--- src/rtl/bts_pkg.sv ---
// ---------------------------------------------------------------------------
// bts_pkg
// shared types, constants and melody tables of the buzzer tone sequencer
// ---------------------------------------------------------------------------
package bts_pkg;

  // default full-scale duty of the pwm tone, out of 1024
  localparam int unsigned MAX_DUTY_DEF = 512;

  // field widths
  localparam int unsigned CMD_W  = 3;
  localparam int unsigned VOL_W  = 8;
  localparam int unsigned FREQ_W = 11;
  localparam int unsigned DUTY_W = 10;
  localparam int unsigned NOTE_W = 3;
  localparam int unsigned MS_W   = 8;

  // command codes on the input channel
  localparam logic [CMD_W-1:0] CMD_TICK      = 3'd0;
  localparam logic [CMD_W-1:0] CMD_BEEP      = 3'd1;
  localparam logic [CMD_W-1:0] CMD_OVERHEAT  = 3'd2;
  localparam logic [CMD_W-1:0] CMD_OVERPOWER = 3'd3;
  localparam logic [CMD_W-1:0] CMD_SET_VOL   = 3'd4;

  localparam logic [VOL_W-1:0] VOL_MAX      = 8'd100;
  localparam int unsigned      VOL_RESET    = 50;
  localparam int unsigned      PCT_ROUND    = 50;
  localparam int unsigned      PCT_SCALE    = 100;

  // x/100 as (x*RECIP)>>SHIFT, exact for x below 199728
  localparam int unsigned      DIV100_RECIP_W = 18;
  localparam logic [DIV100_RECIP_W-1:0] DIV100_RECIP = 18'd167773;
  localparam int unsigned      DIV100_SHIFT   = 24;

  localparam logic [FREQ_W-1:0] BEEP_HZ = 11'd1000;
  localparam logic [MS_W-1:0]   BEEP_MS = 8'd50;
  localparam logic [NOTE_W-1:0] LAST_NOTE = 3'd4;

  // queue depth between front and back
  localparam int unsigned QUEUE_DEPTH = 2;

  // classified operation
  typedef enum logic [2:0] {
    OP_TICK,
    OP_BEEP,
    OP_MEL_HEAT,
    OP_MEL_POWER,
    OP_SET_VOL,
    OP_NONE
  } op_t;

  // melody in progress
  typedef enum logic [1:0] {
    MEL_NONE,
    MEL_HEAT,
    MEL_POWER
  } mel_t;

  // one queued beat
  typedef struct packed {
    op_t               op;
    logic              vol_zero;
    logic [DUTY_W-1:0] duty;
  } entry_t;

  // note frequency rom, zero is a rest
  function automatic logic [FREQ_W-1:0] mel_freq(input mel_t m, input logic [NOTE_W-1:0] n);
    logic [FREQ_W-1:0] f;
    f = '0;
    if (m == MEL_POWER) begin
      unique case (n)
        3'd0:    f = 11'd880;
        3'd1:    f = 11'd0;
        3'd2:    f = 11'd880;
        3'd3:    f = 11'd0;
        3'd4:    f = 11'd1175;
        default: f = 11'd880;
      endcase
    end else begin
      unique case (n)
        3'd0:    f = 11'd262;
        3'd1:    f = 11'd330;
        3'd2:    f = 11'd294;
        3'd3:    f = 11'd349;
        3'd4:    f = 11'd392;
        default: f = 11'd262;
      endcase
    end
    return f;
  endfunction

  // note length rom in ms
  function automatic logic [MS_W-1:0] mel_ms(input mel_t m, input logic [NOTE_W-1:0] n);
    logic [MS_W-1:0] d;
    d = '0;
    if (m == MEL_POWER) begin
      unique case (n)
        3'd0:    d = 8'd70;
        3'd1:    d = 8'd50;
        3'd2:    d = 8'd70;
        3'd3:    d = 8'd50;
        3'd4:    d = 8'd140;
        default: d = 8'd70;
      endcase
    end else begin
      unique case (n)
        3'd4:    d = 8'd180;
        default: d = 8'd90;
      endcase
    end
    return d;
  endfunction

endpackage

--- src/rtl/bts_front.sv ---
// ---------------------------------------------------------------------------
// bts_front
// decodes a command beat, clamps the volume and works out its duty
// ---------------------------------------------------------------------------
module bts_front #(
  parameter int unsigned MAX_DUTY = bts_pkg::MAX_DUTY_DEF
) (
  input  logic [bts_pkg::CMD_W-1:0] command,
  input  logic [bts_pkg::VOL_W-1:0] volume,
  output bts_pkg::entry_t           entry
);

  localparam int unsigned NumMax = MAX_DUTY * bts_pkg::PCT_SCALE + bts_pkg::PCT_ROUND;
  localparam int unsigned NumW   = $clog2(NumMax + 1);
  localparam int unsigned ProdW  = NumW + bts_pkg::DIV100_RECIP_W;

  logic [bts_pkg::VOL_W-1:0] clamped;
  logic [NumW-1:0]           num;
  logic [ProdW-1:0]          prod;
  bts_pkg::op_t              op;

  // clamp to full scale
  assign clamped = (volume > bts_pkg::VOL_MAX) ? bts_pkg::VOL_MAX : volume;

  // rounded duty, division by 100 through the reciprocal
  assign num  = NumW'(MAX_DUTY) * NumW'(clamped) + NumW'(bts_pkg::PCT_ROUND);
  assign prod = ProdW'(num) * ProdW'(bts_pkg::DIV100_RECIP);

  // command classification
  always_comb begin
    unique case (command)
      bts_pkg::CMD_TICK:      op = bts_pkg::OP_TICK;
      bts_pkg::CMD_BEEP:      op = bts_pkg::OP_BEEP;
      bts_pkg::CMD_OVERHEAT:  op = bts_pkg::OP_MEL_HEAT;
      bts_pkg::CMD_OVERPOWER: op = bts_pkg::OP_MEL_POWER;
      bts_pkg::CMD_SET_VOL:   op = bts_pkg::OP_SET_VOL;
      default:                op = bts_pkg::OP_NONE;
    endcase
  end

  assign entry.op       = op;
  assign entry.vol_zero = (clamped == '0);
  assign entry.duty     = bts_pkg::DUTY_W'(prod >> bts_pkg::DIV100_SHIFT);

endmodule

--- src/rtl/bts_queue.sv ---
// ---------------------------------------------------------------------------
// bts_queue
// short fifo of classified beats between front and back
// ---------------------------------------------------------------------------
module bts_queue (
  input  logic            clk,
  input  logic            rst_n,
  input  logic            push,
  input  bts_pkg::entry_t push_data,
  output logic            full,
  input  logic            pop,
  output logic            not_empty,
  output bts_pkg::entry_t pop_data
);

  localparam int unsigned PtrW = $clog2(bts_pkg::QUEUE_DEPTH);
  localparam int unsigned CntW = $clog2(bts_pkg::QUEUE_DEPTH + 1);

  bts_pkg::entry_t mem_r [bts_pkg::QUEUE_DEPTH];
  logic [PtrW-1:0] wr_ptr_r, wr_ptr_nxt;
  logic [PtrW-1:0] rd_ptr_r, rd_ptr_nxt;
  logic [CntW-1:0] count_r, count_nxt;

  assign full      = (count_r == CntW'(bts_pkg::QUEUE_DEPTH));
  assign not_empty = (count_r != '0);
  assign pop_data  = mem_r[rd_ptr_r];

  // pointer and fill count update
  always_comb begin
    wr_ptr_nxt = wr_ptr_r;
    rd_ptr_nxt = rd_ptr_r;
    count_nxt  = count_r;
    if (push) begin
      wr_ptr_nxt = (wr_ptr_r == PtrW'(bts_pkg::QUEUE_DEPTH - 1)) ? '0 : wr_ptr_r + 1'b1;
    end
    if (pop) begin
      rd_ptr_nxt = (rd_ptr_r == PtrW'(bts_pkg::QUEUE_DEPTH - 1)) ? '0 : rd_ptr_r + 1'b1;
    end
    if (push && !pop) begin
      count_nxt = count_r + 1'b1;
    end else if (pop && !push) begin
      count_nxt = count_r - 1'b1;
    end
  end

  always_ff @(posedge clk) begin
    if (!rst_n) begin
      wr_ptr_r <= '0;
      rd_ptr_r <= '0;
      count_r  <= '0;
    end else begin
      wr_ptr_r <= wr_ptr_nxt;
      rd_ptr_r <= rd_ptr_nxt;
      count_r  <= count_nxt;
    end
  end

  // storage, no reset needed
  always_ff @(posedge clk) begin
    if (push) begin
      mem_r[wr_ptr_r] <= push_data;
    end
  end

endmodule

--- src/rtl/bts_back.sv ---
// ---------------------------------------------------------------------------
// bts_back
// sequencer state, note timing and the registered result beat
// ---------------------------------------------------------------------------
module bts_back #(
  parameter int unsigned MAX_DUTY = bts_pkg::MAX_DUTY_DEF
) (
  input  logic                       clk,
  input  logic                       rst_n,
  input  logic                       q_valid,
  input  bts_pkg::entry_t            q_data,
  output logic                       q_pop,
  output logic                       out_valid,
  input  logic                       out_ready,
  output logic                       out_sounding,
  output logic [bts_pkg::FREQ_W-1:0] out_tone_hz,
  output logic [bts_pkg::DUTY_W-1:0] out_duty,
  output logic                       out_melody_busy,
  output logic [bts_pkg::NOTE_W-1:0] out_note_position
);

  localparam logic [bts_pkg::DUTY_W-1:0] DutyReset = bts_pkg::DUTY_W'(
    (MAX_DUTY * bts_pkg::VOL_RESET + bts_pkg::PCT_ROUND) / bts_pkg::PCT_SCALE);

  logic                       tone_r, tone_nxt;
  bts_pkg::mel_t              mel_r, mel_nxt;
  logic [bts_pkg::NOTE_W-1:0] note_r, note_nxt;
  logic [bts_pkg::MS_W-1:0]   ms_r, ms_nxt;
  logic [bts_pkg::FREQ_W-1:0] freq_r, freq_nxt;
  logic [bts_pkg::DUTY_W-1:0] duty_r, duty_nxt;
  logic                       vol_zero_r, vol_zero_nxt;
  logic [bts_pkg::DUTY_W-1:0] vol_duty_r, vol_duty_nxt;
  logic                       out_valid_r;

  // note start inputs
  bts_pkg::mel_t              bn_mel;
  logic [bts_pkg::NOTE_W-1:0] bn_note;
  logic                       bn_zero;
  logic [bts_pkg::DUTY_W-1:0] bn_duty;
  logic                       bn_go;
  logic [bts_pkg::FREQ_W-1:0] bn_freq;

  assign q_pop     = q_valid && (!out_valid_r || out_ready);
  assign out_valid = out_valid_r;
  assign bn_freq   = bts_pkg::mel_freq(bn_mel, bn_note);

  // command execution
  always_comb begin
    tone_nxt     = tone_r;
    mel_nxt      = mel_r;
    note_nxt     = note_r;
    ms_nxt       = ms_r;
    freq_nxt     = freq_r;
    duty_nxt     = duty_r;
    vol_zero_nxt = vol_zero_r;
    vol_duty_nxt = vol_duty_r;
    bn_mel       = mel_r;
    bn_note      = note_r;
    bn_zero      = vol_zero_r;
    bn_duty      = vol_duty_r;
    bn_go        = 1'b0;
    unique case (q_data.op)
      bts_pkg::OP_TICK: begin
        if (tone_r || mel_r != bts_pkg::MEL_NONE) begin
          if (ms_r > 8'd1) begin
            ms_nxt = ms_r - 1'b1;
          end else if (mel_r != bts_pkg::MEL_NONE && note_r != bts_pkg::LAST_NOTE) begin
            note_nxt = note_r + 1'b1;
            bn_note  = note_r + 1'b1;
            bn_go    = 1'b1;
          end else begin
            tone_nxt = 1'b0;
            mel_nxt  = bts_pkg::MEL_NONE;
            note_nxt = '0;
            ms_nxt   = '0;
            freq_nxt = '0;
            duty_nxt = '0;
          end
        end
      end
      bts_pkg::OP_BEEP: begin
        mel_nxt  = bts_pkg::MEL_NONE;
        note_nxt = '0;
        tone_nxt = 1'b1;
        freq_nxt = bts_pkg::BEEP_HZ;
        duty_nxt = vol_duty_r;
        ms_nxt   = bts_pkg::BEEP_MS;
      end
      bts_pkg::OP_MEL_HEAT, bts_pkg::OP_MEL_POWER: begin
        mel_nxt      = (q_data.op == bts_pkg::OP_MEL_POWER) ? bts_pkg::MEL_POWER
                                                            : bts_pkg::MEL_HEAT;
        note_nxt     = '0;
        vol_zero_nxt = q_data.vol_zero;
        vol_duty_nxt = q_data.duty;
        bn_mel       = mel_nxt;
        bn_note      = '0;
        bn_zero      = q_data.vol_zero;
        bn_duty      = q_data.duty;
        bn_go        = 1'b1;
      end
      bts_pkg::OP_SET_VOL: begin
        vol_zero_nxt = q_data.vol_zero;
        vol_duty_nxt = q_data.duty;
      end
      // ignored codes leave the state alone
      default: begin
      end
    endcase

    // start of a note, rests and zero volume stay silent
    if (bn_go) begin
      ms_nxt = bts_pkg::mel_ms(bn_mel, bn_note);
      if (bn_freq == '0 || bn_zero) begin
        tone_nxt = 1'b0;
        freq_nxt = '0;
        duty_nxt = '0;
      end else begin
        tone_nxt = 1'b1;
        freq_nxt = bn_freq;
        duty_nxt = bn_duty;
      end
    end
  end

  // sequencer state
  always_ff @(posedge clk) begin
    if (!rst_n) begin
      tone_r     <= 1'b0;
      mel_r      <= bts_pkg::MEL_NONE;
      note_r     <= '0;
      ms_r       <= '0;
      freq_r     <= '0;
      duty_r     <= '0;
      vol_zero_r <= 1'b0;
      vol_duty_r <= DutyReset;
    end else if (q_pop) begin
      tone_r     <= tone_nxt;
      mel_r      <= mel_nxt;
      note_r     <= note_nxt;
      ms_r       <= ms_nxt;
      freq_r     <= freq_nxt;
      duty_r     <= duty_nxt;
      vol_zero_r <= vol_zero_nxt;
      vol_duty_r <= vol_duty_nxt;
    end
  end

  // result beat valid
  always_ff @(posedge clk) begin
    if (!rst_n) begin
      out_valid_r <= 1'b0;
    end else if (q_pop) begin
      out_valid_r <= 1'b1;
    end else if (out_ready) begin
      out_valid_r <= 1'b0;
    end
  end

  // result beat payload
  always_ff @(posedge clk) begin
    if (q_pop) begin
      out_sounding      <= tone_nxt;
      out_tone_hz       <= freq_nxt;
      out_duty          <= duty_nxt;
      out_melody_busy   <= (mel_nxt != bts_pkg::MEL_NONE);
      out_note_position <= note_nxt;
    end
  end

endmodule

--- src/rtl/buzzer_tone_sequencer_unit.sv ---
// ---------------------------------------------------------------------------
// buzzer_tone_sequencer_unit
// tone sequencer for a pwm buzzer: beep, two melodies, volume, ms ticks
// ---------------------------------------------------------------------------
// a taken beat is stored in the queue, then the sequencer registers its result beat
// throughput: one command beat per cycle while result beats are taken, output stalls hold it
// a two-entry queue between decode and sequencer absorbs output stalls
// reset clears the sequencer and the queue, volume returns to fifty percent
module buzzer_tone_sequencer_unit #(
  parameter int unsigned MAX_DUTY = bts_pkg::MAX_DUTY_DEF
) (
  input  logic                       clk,
  input  logic                       rst_n,
  input  logic                       in_valid,
  output logic                       in_ready,
  input  logic [bts_pkg::CMD_W-1:0]  in_command,
  input  logic [bts_pkg::VOL_W-1:0]  in_volume,
  output logic                       out_valid,
  input  logic                       out_ready,
  output logic                       out_sounding,
  output logic [bts_pkg::FREQ_W-1:0] out_tone_hz,
  output logic [bts_pkg::DUTY_W-1:0] out_duty,
  output logic                       out_melody_busy,
  output logic [bts_pkg::NOTE_W-1:0] out_note_position
);

  bts_pkg::entry_t front_entry;
  bts_pkg::entry_t q_data;
  logic            q_full;
  logic            q_valid;
  logic            q_pop;
  logic            push;

  assign in_ready = !q_full;
  assign push     = in_valid && in_ready;

  // decode
  bts_front #(
    .MAX_DUTY (MAX_DUTY)
  ) u_front (
    .command (in_command),
    .volume  (in_volume),
    .entry   (front_entry)
  );

  // queue
  bts_queue u_queue (
    .clk       (clk),
    .rst_n     (rst_n),
    .push      (push),
    .push_data (front_entry),
    .full      (q_full),
    .pop       (q_pop),
    .not_empty (q_valid),
    .pop_data  (q_data)
  );

  // sequencer
  bts_back #(
    .MAX_DUTY (MAX_DUTY)
  ) u_back (
    .clk               (clk),
    .rst_n             (rst_n),
    .q_valid           (q_valid),
    .q_data            (q_data),
    .q_pop             (q_pop),
    .out_valid         (out_valid),
    .out_ready         (out_ready),
    .out_sounding      (out_sounding),
    .out_tone_hz       (out_tone_hz),
    .out_duty          (out_duty),
    .out_melody_busy   (out_melody_busy),
    .out_note_position (out_note_position)
  );

endmodule

--- config.mk ---
export PLATFORM = sky130hd
export DESIGN_NAME = buzzer_tone_sequencer_unit
export DESIGN_NICKNAME = d
export VERILOG_FILES = /design/src/rtl/bts_pkg.sv /design/src/rtl/bts_front.sv /design/src/rtl/bts_queue.sv /design/src/rtl/bts_back.sv /design/src/rtl/buzzer_tone_sequencer_unit.sv
export SDC_FILE = /design/constraint.sdc
export NUM_CORES = 1
export LEC_CHECK = 0
export CAP_MARGIN = 20
export CORE_MARGIN = 5
export CORE_UTILIZATION = 70
export DETAILED_ROUTE_END_ITERATION = 8
export DONT_BUFFER_PORTS = 1
export PLACE_DENSITY_LB_ADDON = 0.3
export SYNTH_ARGS = -nofsm -noshare
export SYNTH_HDL_FRONTEND = slang
export SYNTH_SLANG_ARGS = --single-unit
--- constraint.sdc ---
create_clock -name clk -period 19.3 [get_ports clk]
set_input_delay 3.86 -clock clk [delete_from_list [all_inputs] [get_ports clk]]
set_output_delay 3.86 -clock clk [all_outputs]
set_load 0.05 [all_outputs]
* After elaboration in Yosys (flattened, before gate mapping)
Memories as Yosys holds them, arrays and structs flattened. A register that Yosys moved wholly into a read port is not among the register bits.
Index checks and enable logic that the tools add are counted.
** Word-level totals
- Bits in registers :: 77
- Bits in latches :: 0
- RAM bits :: 28
- Bits in read-only memories :: 0
- Input port bits :: 15
- Output and inout port bits :: 28
- Logic and storage cells :: 134
- Memories kept :: 1
** Cells by class
- Add/sub/neg operators :: 7
- Multiply operators :: 1
- Divide/modulo/power cells :: 0
- Magnitude comparators :: 2
- Equal/unequal tests :: 17
- Shift-type cells :: 0
- Muxes and demuxes :: 61
- Bitwise operators :: 0
- Reductions and logical operators :: 28
** Memories
- u_queue.mem_r :: depth 2, bits a word 14, read ports 1, clocked after memory_dff 1, wr ports 1, RTL line bts_queue.sv:19 : bts_pkg::entry_t mem_r [bts_pkg::QUEUE_DEPTH];
** Operators by type and width (count)
- $mux 11 :: 6
- $mux 10 :: 6
- $mux 8 :: 7
- $pmux 11 s2 :: 2
- $mul 16x18->34 const B :: 1
- $pmux 8 s2 :: 2
- $pmux 8 s4 :: 1
- $pmux 10 s2 :: 1
- $eq 3x2->1 const B :: 6
- $mux 3 :: 6
- $mux 1 :: 17
- $add 16x6->16 const B :: 1
- $pmux 3 s5 :: 1
- $mux 2 :: 7
- $pmux 3 s2 :: 2
- $logic_not 11->1 :: 1
- $reduce_bool 2->1 :: 5
- $eq 3x1->1 const B :: 3
- $eq 3x3->1 const B :: 3
- $gt 8x1->1 const B :: 1
- $gt 8x7->1 const B :: 1
- $logic_not 8->1 :: 1
- $sub 8x1->8 const B :: 1
- $logic_not 3->1 :: 2
- other kinds (18) :: 32

* Depth between registers and ports, before layout
Gate-level depths: netlist of run 1.
- Depth in word-level cells :: 14
- Gate-level depth with buffers :: 23
- Gate-level depth less buffers :: 23

* By module
A second synthesis of run 1 with hierarchy kept.
** Unflattened totals
- Cell total of the unflattened synthesis :: 823
- Area, all modules :: 8257.9 µm²
** By module, submodules not included
- bts_back :: instances 1, cells an instance 416, area an instance 3905.0 µm², seq. area each 1721.7 µm²
- bts_front :: instances 1, cells an instance 340, area an instance 3115.5 µm², seq. area each 0.0 µm²
- bts_queue :: instances 1, cells an instance 65, area an instance 1227.4 µm², seq. area each 940.9 µm²
- buzzer_tone_sequencer_unit :: instances 1, cells an instance 2, area an instance 10.0 µm², seq. area each 0.0 µm²

* Worst setup path after synthesis of run 1
Ideal clock, no wire load.
- Kind :: input port to flip-flop
- Start :: in in_volume[1] (netlist name)
- End :: mem u_queue.mem_r[0][6] (netlist name) (data pin)
- Library setup time :: 0.265 ns
- Arrival :: 9.097 ns
- Data required time :: 19.035 ns
- Setup slack :: 9.938 ns
- Stages :: 20
- Path buffers :: 0
- Cells stage by stage :: o21ai_0 -> nand2_1 -> a31oi_1 -> and2_1 -> fa_1 -> inv_1 -> fa_1 -> fa_1 -> ha_1 -> inv_1 -> fa_1 -> ha_1 -> ha_1 -> a21o_1 -> a211o_1 -> a21oi_1 -> a21oi_1 -> o41ai_1 -> nor3_1 -> a311o_1
** RTL lines
- start, declared :: RTL line buzzer_tone_sequencer_unit.sv:17 : input logic [bts_pkg::VOL_W-1:0] in_volume,
- end, declared :: RTL line bts_queue.sv:19

==> results of run 1 <==
[layout by cell type, fill, tap and decap left out, drive strengths merged, types with 4 or more instances in the layout]
master	Yosys	final
a31oi	9	9
xor2	7	7
inv	83	86
and2	7	7
a21oi	40	40
dfxtp	52	52
nor3	12	12
nand3b	5	5
o21ai	56	56
o21a	6	6
ha	112	112
nor2b	4	4
nand2b	5	5
a21boi	4	4
o211ai	9	9
a22o	4	4
nand2	55	55
and3	5	5
clkbuf	25	9
nand4	4	4
nor4	5	5
mux2i	15	15
xnor2	8	8
nand3	11	11
a22oi	15	15
or3	4	4
o211a	13	13
a21o	12	12
o22ai	13	13
or2	5	5
nor2	47	47
edfxtp	54	54
buf	7	5
a211oi	5	5
o21ba	12	12
fa	34	34
[cells in the mapped netlist, types with 11 or more instances]
master and number:
a21oi_1 40, edfxtp_1 54, inv_1 83, a22oi_1 14, ha_1 112, o21ai_0 53, nor3_1 12, clkbuf_1 25
a21o_1 11, o211a_1 13, mux2i_1 15, nand3_1 11, fa_1 34, nor2_1 47, nand2_1 55, dfxtp_1 52
[registers in the layout, indices dropped and copies added, names as in the netlist, 2 cells and up, named ones only]
signal                    flops
u_back.out_duty              10
u_back.ms_r                   8
u_back.out_tone_hz           11
u_queue.mem_r                28
u_back.mel_r                  2
u_back.duty_r                10
u_back.out_note_position      3
u_queue.count_r               2
u_back.vol_duty_r            10
u_back.freq_r                11
u_back.note_r                 3
[stage by stage]
stage          area [µm²]  utilization (%)  hold WS (ns)  instances  setup WS (ns)
2_1_floorplan        7940                -         0.442        804           9.94
3_3_place_gp         8030             71.2         0.451        919           9.39
3_5_place_dp         8040             71.3         0.467        920           9.22
4_1_cts              8320             73.8         0.480        936           9.61
5_1_grt              8320             73.8         0.503        936           9.19
6_report             8320             73.8         0.484        936           9.55
[layer usage]
layer | vias to the layer above | global-route usage (%)
met5 | - | 0
met4 | 0 | 7.35
met3 | 23 | 3.63
met2 | 175 | 47.4
met1 | 2901 | 30.9
li1 | 2877 | -
[worst max-delay path by stage]
stage / end / depth (start not counted) / startpoint / slack (ns)
finish: u_queue.mem_r[1][6] / 22 / in_volume[1] / 9.55
CTS: u_queue.mem_r[1][6] / 22 / in_volume[1] / 9.61
floorplan: u_queue.mem_r[0][6] / 20 / in_volume[1] / 9.94
global route: u_queue.mem_r[0][9] / 22 / in_volume[1] / 9.19
detailed placement: u_queue.mem_r[0][6] / 22 / in_volume[1] / 9.22
global placement: u_queue.mem_r[0][6] / 21 / in_volume[1] / 9.39
[cells by family (layout without fill, tap and decap cells)]
group	Yosys count	after routing
AND/OR/NAND/NOR	175	175
adder cells (fa/ha/maj)	146	146
multiplexers	17	17
AO/OA/AOI/OAI	230	230
buffers and inverters	115	104
flip-flops	106	106
XOR/XNOR	15	15
[worst max-delay path: stages]
cell and delay, ns:
o21ai_0 0.15, nand2_1 0.08, a31oi_1 0.31, and2_1 0.34, inv_1 0.12, fa_1 0.47, fa_1 0.54, inv_1 0.06
fa_1 0.49, inv_1 0.05, fa_1 0.39, inv_1 0.08, fa_1 0.42, ha_1 0.31, ha_1 0.37, a21oi_1 0.18
o211ai_1 0.11, a21oi_1 0.15, a21oi_1 0.15, o41ai_1 0.80, nor3_1 0.11, a311o_1 0.32
[area by class of cell]
cell class,count,area (µm²),area share [%]
multi-input cells,583,4850,58.2
flip-flops and latches,106,2660,32.0
inverters,83,312,3.74
clock buffers,9,225,2.71
well taps,143,179,2.15
clock inverters,7,61.3,0.737
repair buffers,5,37.5,0.451
==> reports/qor.csv, run 1 <==
stage;metric;value;unit
synth;synth_fa_ha_area_share;26.2;%
synth;syn-num-nets;965;
global_routing;grt_pass1_vias;5951;
place;hpwl;12600;µm
synth;synthFlopType;edfxtp_1;
synth;synth_area_leaders;edfxtp_1 20%, ha_1 18%, dfxtp_1 13%;
synth;synth_top_family_by_area;adder cells;
route;routed_wl;16700;µm
synth;synth_compound_gate_area_share;20.4;%
synth;syn-cell-area;7940;µm²
route;num_vias;5976;
route;wl_met3;709;µm
synth;syn_inst;804;
finish;syn_to_final_growth;4.79;%
sta;grt_setup_unrepaired;false;
cts;cts-htree-levels;3;
sta;setup_viol;0;
sta;final.min_clock_period;9.75;ns
setup_path;startpoint_type;primary input;
synth;synth_top_area_cell;edfxtp_1;
setup_path;cp_max_fo;6;
synth;synth_top_area_share;20.4;%
synth;seq_area_frac_synth;33.5;%
global_routing;grt_use_total;25.6;%
sta;slew_headroom;30.8;%
min_path;hold_end;u_back.freq_r[2];
cts;clkSlewWorstSetupHoldPaths;0.07;ns
setup_path;worst_ep_required_time;19.40;ns
synth;muxShareOfSynthArea;2.17;%
cts;postCtsSetupBuffers;0;
global_routing;antenna_found_initial;0;
route;top_layer_used;met4;
route;drc_errors;0;
cts;cts_max_path_buffers;2;
die;core_area;11300;µm²
route;final_antenna_net_count;0;
job;cap_violations;0;
synth;ys_seq_elements;106;
setup_path;worst_setup_path_end_kind;flop;
cts;cts_resized;0;
synth;ys_types;68;
die;core.rowCount;39;
min_path;min_from;u_back.freq_r[2];
synth;synth_xor_area_share;1.65;%
route;wirelength_met1;7070;µm
sta;slew_violations;0;
cts;cts_buffers;9;
cts;numClockSinks;106;
sta;clock.fmax;0.103;GHz
setup_path;cp.arrival;9.85;ns
die;die_y;117;µm
global_routing;grt_pass1_wl;27800;µm
global_routing;grt_max_degree;61;
die;initial_core_util;70.5;%
die;ioPinCount;43;
setup_path;critPathKind;primary input to flop;
route;detail_route.wl_per_cell;17.9;µm
cts;insertion_delay;0.35;ns
finish;fillers;800;
global_routing;grt-ovfl-total;0;
sta;fin_crit_sh;50.5;%
route;drtIter0Drc;451;
synth;async_reset_ff_share;0;%
sta;worst_pin_slew;1.04;ns
cts;cts.hold.buffers_added;0;
sta;worst_clock_skew;0.00843;ns
status;status;finished clean;
setup_path;r2r_end;u_back.duty_r[7];
route;viasPerCell;6.38;
sta;timing.setup.tns;0;ns
synth;synth_warnings;0;
finish;num-nets-final;949;
place;gp_congestion;0.918;
finish;drive_gt1_share;5.80;%
place;numPortBuffers;0;
cts;cts_tree;done;
route;dr_wl_met2;8680;µm
sta;hold_viol;0;
die;dieArea;13600;µm²
min_path;min_path_cells;2;
cts;cts_root_buf;clkbuf_16;
route;drt-pass1-iter-count;5;
synth;avgSynthCellArea;9.88;µm²
finish;diodes;0;
die;die_w;117;µm
synth;synthSimpleGateAreaFrac;10.5;%
synth;synth-edff-count;54;
setup_path;ff2ff_setup_slack;15.26;ns
setup_path;r2r_cells;7;
min_path;hold_class;flop to flop;
Power of run 1 is left out: the tool's default activity adds up to more than one toggle a clock period on the data nets, which glitch-free logic cannot reach.
==> inputs of run 2 (changes only) <==
- ABC_AREA: default -> 1
- CORE_UTILIZATION: 70 -> 59
- clock period: 19.3 -> 8 ns (I/O delays scaled with it)
==> reports/qor.csv, run 2 <==
stage;metric;value;unit
setup_path;startpoint_type;primary input;
synth;synth_warnings;0;
setup_path;rr_startpoint;u_back.out_valid;
route;wirelength_met1;8070;µm
sta;slew_headroom;36.3;%
finish;layout_common_cells;181 x inv_1, 166 x nand2_1, 112 x ha_1, 65 x nor2_1, 63 x o21ai_0;
min_path;min_path_cells;1;
cts;cts.hold.buffers_added;0;
sta;timing.setup.tns;0;ns
synth;synth_area_leaders;edfxtp_1 20%, ha_1 17%, dfxtp_1 13%;
sta;hold_viol;0;
cts;cts_buffers;9;
place;gp_congestion;0.935;
global_routing;grt_pass1_vias;5928;
synth;avgSynthCellArea;8.33;µm²
die;initial_core_util;60.0;%
cts;clkSlewWorstSetupHoldPaths;0.07;ns
cts;postCtsSetupBuffers;0;
cts;cts_resized;0;
cts;cts_tree;done;
cts;insertion_delay;0.35;ns
route;wl_met3;749;µm
sta;clock.fmax;0.145;GHz
synth;ys_seq_elements;106;
finish;layout_commonest_cell;inv_1;
place;numPortBuffers;0;
route;routed_wl;16800;µm
place;place_area;8460;µm²
die;core.rowCount;43;
finish;syn_to_final_growth;5.73;%
min_path;hold_class;flop to flop;
sta;grt_setup_unrepaired;false;
job;cap_violations;0;
synth;syn_inst;997;
finish;largest_register_ff_count;28;
cts;cts_max_path_buffers;2;
synth;syn-cell-area;8300;µm²
finish;stdcell_area;8780;µm²
place;hpwl;13200;µm
synth;seq_area_frac_synth;32.1;%
sta;slew_violations;0;
die;die_w;129;µm
die;core_area;13800;µm²
die;die_y;129;µm
global_routing;antenna_found_initial;0;
setup_path;cp_max_fo;6;
synth;syn-num-nets;1158;
synth;synthFlopType;edfxtp_1;
finish;drive_gt1_share;6.53;%
sta;fin_crit_sh;86.0;%
route;drtIter0Drc;528;
finish;diodes;0;
setup_path;critPathKind;primary input to flop;
synth;yosysMostFrequentCell;inv_1;
die;ioPinCount;43;
synth;synth-edff-count;54;
synth;synth_top_area_share;19.5;%
route;viasPerCell;5.41;
sta;worst_clock_skew;0.00882;ns
setup_path;worst_setup_path_end_kind;flop;
setup_path;ff2ff_setup_slack;4.68;ns
finish;fillers;1152;
setup_path;path_cells;o21ai_0, nand3_1, a31oi_1, inv_1, nor2_1, inv_1, fa_1, fa_1, inv_1, fa_1, inv_1, fa_1, inv_1, fa_1, ha_1, ha_1, nand2_1, inv_1, a21oi_1, o21ai_0, a21oi_1, o21ai_0, a21oi_1, xor2_1;
min_path;min_from;u_queue.rd_ptr_r;
setup_path;slowest_stage;fa_1;
route;num_vias;6355;
global_routing;grt_max_degree;64;
cts;cts_root_buf;clkbuf_16;
route;dr_wl_met2;7770;µm
finish;regMostFlops;u_queue.mem_r;
synth;synth_top_area_cell;edfxtp_1;
synth;ys_types;49;
setup_path;r2r_end;u_queue.count_r[1];
sta;worst_pin_slew;0.955;ns
route;drt-pass1-iter-count;8;
sta;setup_viol;0;
route;top_layer_used;met4;
route;detail_route.wl_per_cell;14.3;µm
sta;final.min_clock_period;6.88;ns
route;drc_errors;0;
die;dieArea;16500;µm²
global_routing;grt-ovfl-total;0;
synth;synth_common_cells;181 x inv_1, 166 x nand2_1, 112 x ha_1;
route;final_antenna_net_count;0;
setup_path;crit_top_cell;inv_1;
setup_path;r2r_cells;10;
setup_path;worst_ep_required_time;8.09;ns
cts;cts-htree-levels;3;
setup_path;cp_slowest_stage_delay;0.53;ns
global_routing;grt_pass1_wl;28500;µm
synth;async_reset_ff_share;0;%
global_routing;grt_use_total;21.3;%
finish;top_regs;u_queue.mem_r (28), u_back.freq_r (11), u_back.out_tone_hz (11);
status;status;finished clean;
finish;fin_util;63.5;%
finish;num-nets-final;1151;
cts;numClockSinks;106;
setup_path;cp.arrival;6.98;ns
==> run 2: changes by cell type in the layout (fill, tap and decap cells not counted), sizes merged, moves of 7 or more <==
cell	delta
nand3	+51
o211a	-13
nand2	+133
and2	-7
a21oi	+22
o21ba	-12
o22ai	-12
a22oi	-14
inv	+102
o21ai	+13
nor2	+21
==> run 2: worst max-delay path by stage <==
| stage | start | endpoint | slack (ns) |
|---|---|---|---|
| finish | in_volume[1] | u_queue.mem_r[1][9] | 1.12 |
| global route | in_volume[1] | u_queue.mem_r[0][9] | 0.73 |
| CTS | in_volume[1] | u_queue.mem_r[0][9] | 1.14 |
| detailed placement | in_volume[1] | u_queue.mem_r[0][9] | 0.76 |
| global placement | in_volume[1] | u_queue.mem_r[0][9] | 0.96 |
| floorplan | in_volume[1] | u_queue.mem_r[0][7] | 1.18 |
==> run 2: cell type report <==
type	instances	area, µm²	area share (%)
Multi-Input combinational cell	676	4810	54.8
Sequential cell	106	2660	30.3
Inverter	190	716	8.15
Clock buffer	11	233	2.65
Tap cell	180	225	2.57
Timing Repair Buffer	7	72.6	0.827
Clock inverter	5	56.3	0.641
==> run 2: metal layers <==
| layer | vias to the layer above | track usage, % |
|---|---|---|
| li1 | 3260 | - |
| met1 | 2903 | 29.8 |
| met2 | 176 | 34.8 |
| met3 | 16 | 3.20 |
| met4 | 0 | 5.56 |
| met5 | - | 0 |
==> run 2: cells by family (layout without fill, tap and decap cells) <==
| logic type | Yosys count | in the layout | synth area share (%) |
|---|---|---|---|
| AOI/OAI and AO/OA | 171 | 171 | 12.1 |
| adders and majority gates | 146 | 146 | 25.1 |
| muxes | 9 | 9 | 1.09 |
| buffers and inverters | 215 | 213 | 10.1 |
| xor gates and xnor gates | 13 | 13 | 1.37 |
| DFF | 106 | 106 | 32.1 |
| and+or+nand+nor | 337 | 337 | 18.2 |
==> run 2: worst max-delay path: cells and delay by family <==
kind            cells  cell delay (ns)
xor+xnor            1             0.17
compound gates      7             1.25
fa+ha+maj           7             2.90
buf+inv             6             0.52
simple gates        3             0.53
==> run 2: metrics by stage <==
| stage | instances | hold slack [ns] | setup WS (ns) |
|---|---|---|---|
| floorplan | 997 | 0.424 | 1.18 |
| global placement | 1158 | 0.433 | 0.956 |
| detailed placement | 1158 | 0.440 | 0.756 |
| CTS | 1174 | 0.450 | 1.14 |
| global route | 1175 | 0.480 | 0.733 |
| finish | 1175 | 0.448 | 1.12 |
Power of run 2 is left out for the same reason.
==> inputs of run 3 (changes only) <==
- GPL_ROUTABILITY_DRIVEN: default -> 0
- GPL_TIMING_DRIVEN: default -> 0
==> reports/qor.csv, run 3 (synthesis gave the netlist of run 2 again) <==
stage;metric;value;unit
finish;top_regs;u_queue.mem_r (28), u_back.freq_r (11), u_back.out_tone_hz (11);
finish;regMostFlops;u_queue.mem_r;
sta;timing.setup.tns;0;ns
setup_path;slowest_stage;fa_1;
setup_path;r2r_end;u_back.freq_r[2];
setup_path;cp_slowest_stage_delay;0.54;ns
finish;drive_gt1_share;6.80;%
route;num_vias;6483;
setup_path;cp_max_fo;6;
finish;diodes;0;
place;hpwl;14000;µm
sta;fin_crit_sh;90.3;%
sta;worst_pin_slew;0.743;ns
die;core_area;13800;µm²
cts;numClockSinks;106;
sta;slew_headroom;50.5;%
die;die_y;129;µm
status;status;finished clean;
die;initial_core_util;60.0;%
die;core.rowCount;43;
cts;cts_tree;done;
global_routing;grt_max_degree;36;
place;place_ws;0.455;ns
sta;setup_viol;0;
finish;largest_register_ff_count;28;
cts;cts_resized;0;
global_routing;grt_use_total;22.2;%
finish;seq_area;2660;µm²
cts;cts_root_buf;clkbuf_16;
min_path;hold_class;flop to flop;
setup_path;cp.arrival;7.41;ns
cts;insertion_delay;0.36;ns
die;ioPinCount;43;
sta;slew_violations;0;
sta;worst_clock_skew;0.0119;ns
cts;cts_max_path_buffers;2;
die;die_w;129;µm
setup_path;rr_startpoint;u_back.note_r[1];
route;drt-pass1-iter-count;5;
finish;num-nets-final;1171;
setup_path;cp-startpoint;in_volume[1];
setup_path;ff2ff_setup_slack;5.43;ns
cts;cts_buffers;9;
setup_path;worst_setup_path_end_kind;flop;
finish;layout_commonest_cell;inv_1;
route;drtIter0Drc;469;
setup_path;startpoint_type;primary input;
finish;stdcell_area;8830;µm²
global_routing;antenna_found_initial;0;
route;routed_wl;17500;µm
global_routing;grt_pass1_vias;6110;
cts;postCtsSetupBuffers;0;
die;dieArea;16500;µm²
cts;cts.hold.buffers_added;0;
sta;grt_setup_unrepaired;false;
finish;fillers;1157;
job;cap_violations;0;
setup_path;worst_ep_required_time;8.18;ns
setup_path;critPathKind;primary input to flop;
setup_path;crit_top_cell;inv_1;
sta;clock.fmax;0.138;GHz
route;drc_errors;0;
finish;layout_common_cells;181 x inv_1, 166 x nand2_1, 112 x ha_1, 65 x nor2_1, 63 x o21ai_0;
sta;hold_viol;0;
global_routing;grt-ovfl-total;0;
sta;final.min_clock_period;7.23;ns
finish;multi_input_area;4800;µm²
global_routing;grt_pass1_wl;29700;µm
place;numPortBuffers;0;
route;viasPerCell;5.43;
sta;fin_ws;0.775;ns
route;final_antenna_net_count;0;
cts;clkSlewWorstSetupHoldPaths;0.07;ns
place;place_area;8550;µm²
route;detail_route.wl_per_cell;14.6;µm
setup_path;crit_path_end;u_queue.mem_r[0][9];
cts;cts-htree-levels;3;
finish;syn_to_final_growth;6.33;%
setup_path;r2r_cells;17;
==> run 3: cell count changes in the layout (fill, tap and decap cells not counted), moves of 2 or more <==
cell      before  now
inv_6          0    3
clkbuf_1       2   15
buf_6          0    5
buf_2          0    5
buf_4          6    0
buf_1          0    2
==> run 3: layout make-up <==
class	instances	share of cell area (%)
multi-input combinational	676	54.4
clock inverter	6	0.539
timing repair buffer	2	0.255
inverter	190	8.11
tap	180	2.55
sequential	106	30.2
clock buffer	10	2.59
buffer	25	1.40
==> run 3: how the worst min path moves through the flow <==
stage | from | end | slack (ns) | depth (start not counted)
global placement | u_queue.rd_ptr_r | flop | 0.43 | 1
floorplan | u_back.vol_zero_r | u_back.vol_zero_r | 0.42 | 2
global route | u_queue.rd_ptr_r | u_queue.rd_ptr_r | 0.47 | 1
finish | u_queue.rd_ptr_r | flop | 0.45 | 1
CTS | u_queue.rd_ptr_r | flop | 0.45 | 1
detailed placement | u_queue.rd_ptr_r | flop | 0.44 | 1
==> run 3: critical path, delay by kind of cell <==
| kind | cells | cell delay (ns) |
|---|---|---|
| AO/OA/AOI/OAI | 7 | 1.29 |
| adder cells (fa/ha/maj) | 7 | 2.83 |
| buffers and inverters | 7 | 0.77 |
| XOR/XNOR | 1 | 0.23 |
| AND/OR/NAND/NOR | 3 | 0.69 |
==> run 3: per-layer routing <==
layer	part of all wire, %	GRT usage, %	wire length [µm]	vias to the layer above
met3	4.8	3.40	838	22
met2	47	37.1	8310	188
met5	0	0	0	-
li1	-	-	-	3307
met1	46	29.8	8010	2966
met4	2.0	7.23	342	0
==> run 3: through the flow <==
stage	std cells	hold slack (ns)	util, %
finish	1195	0.446	63.8
global placement	1177	0.428	61.7
detailed placement	1179	0.438	61.8
floorplan	997	0.424	-
global route	1195	0.473	63.8
CTS	1195	0.449	63.8
Power of run 3 is left out for the same reason.
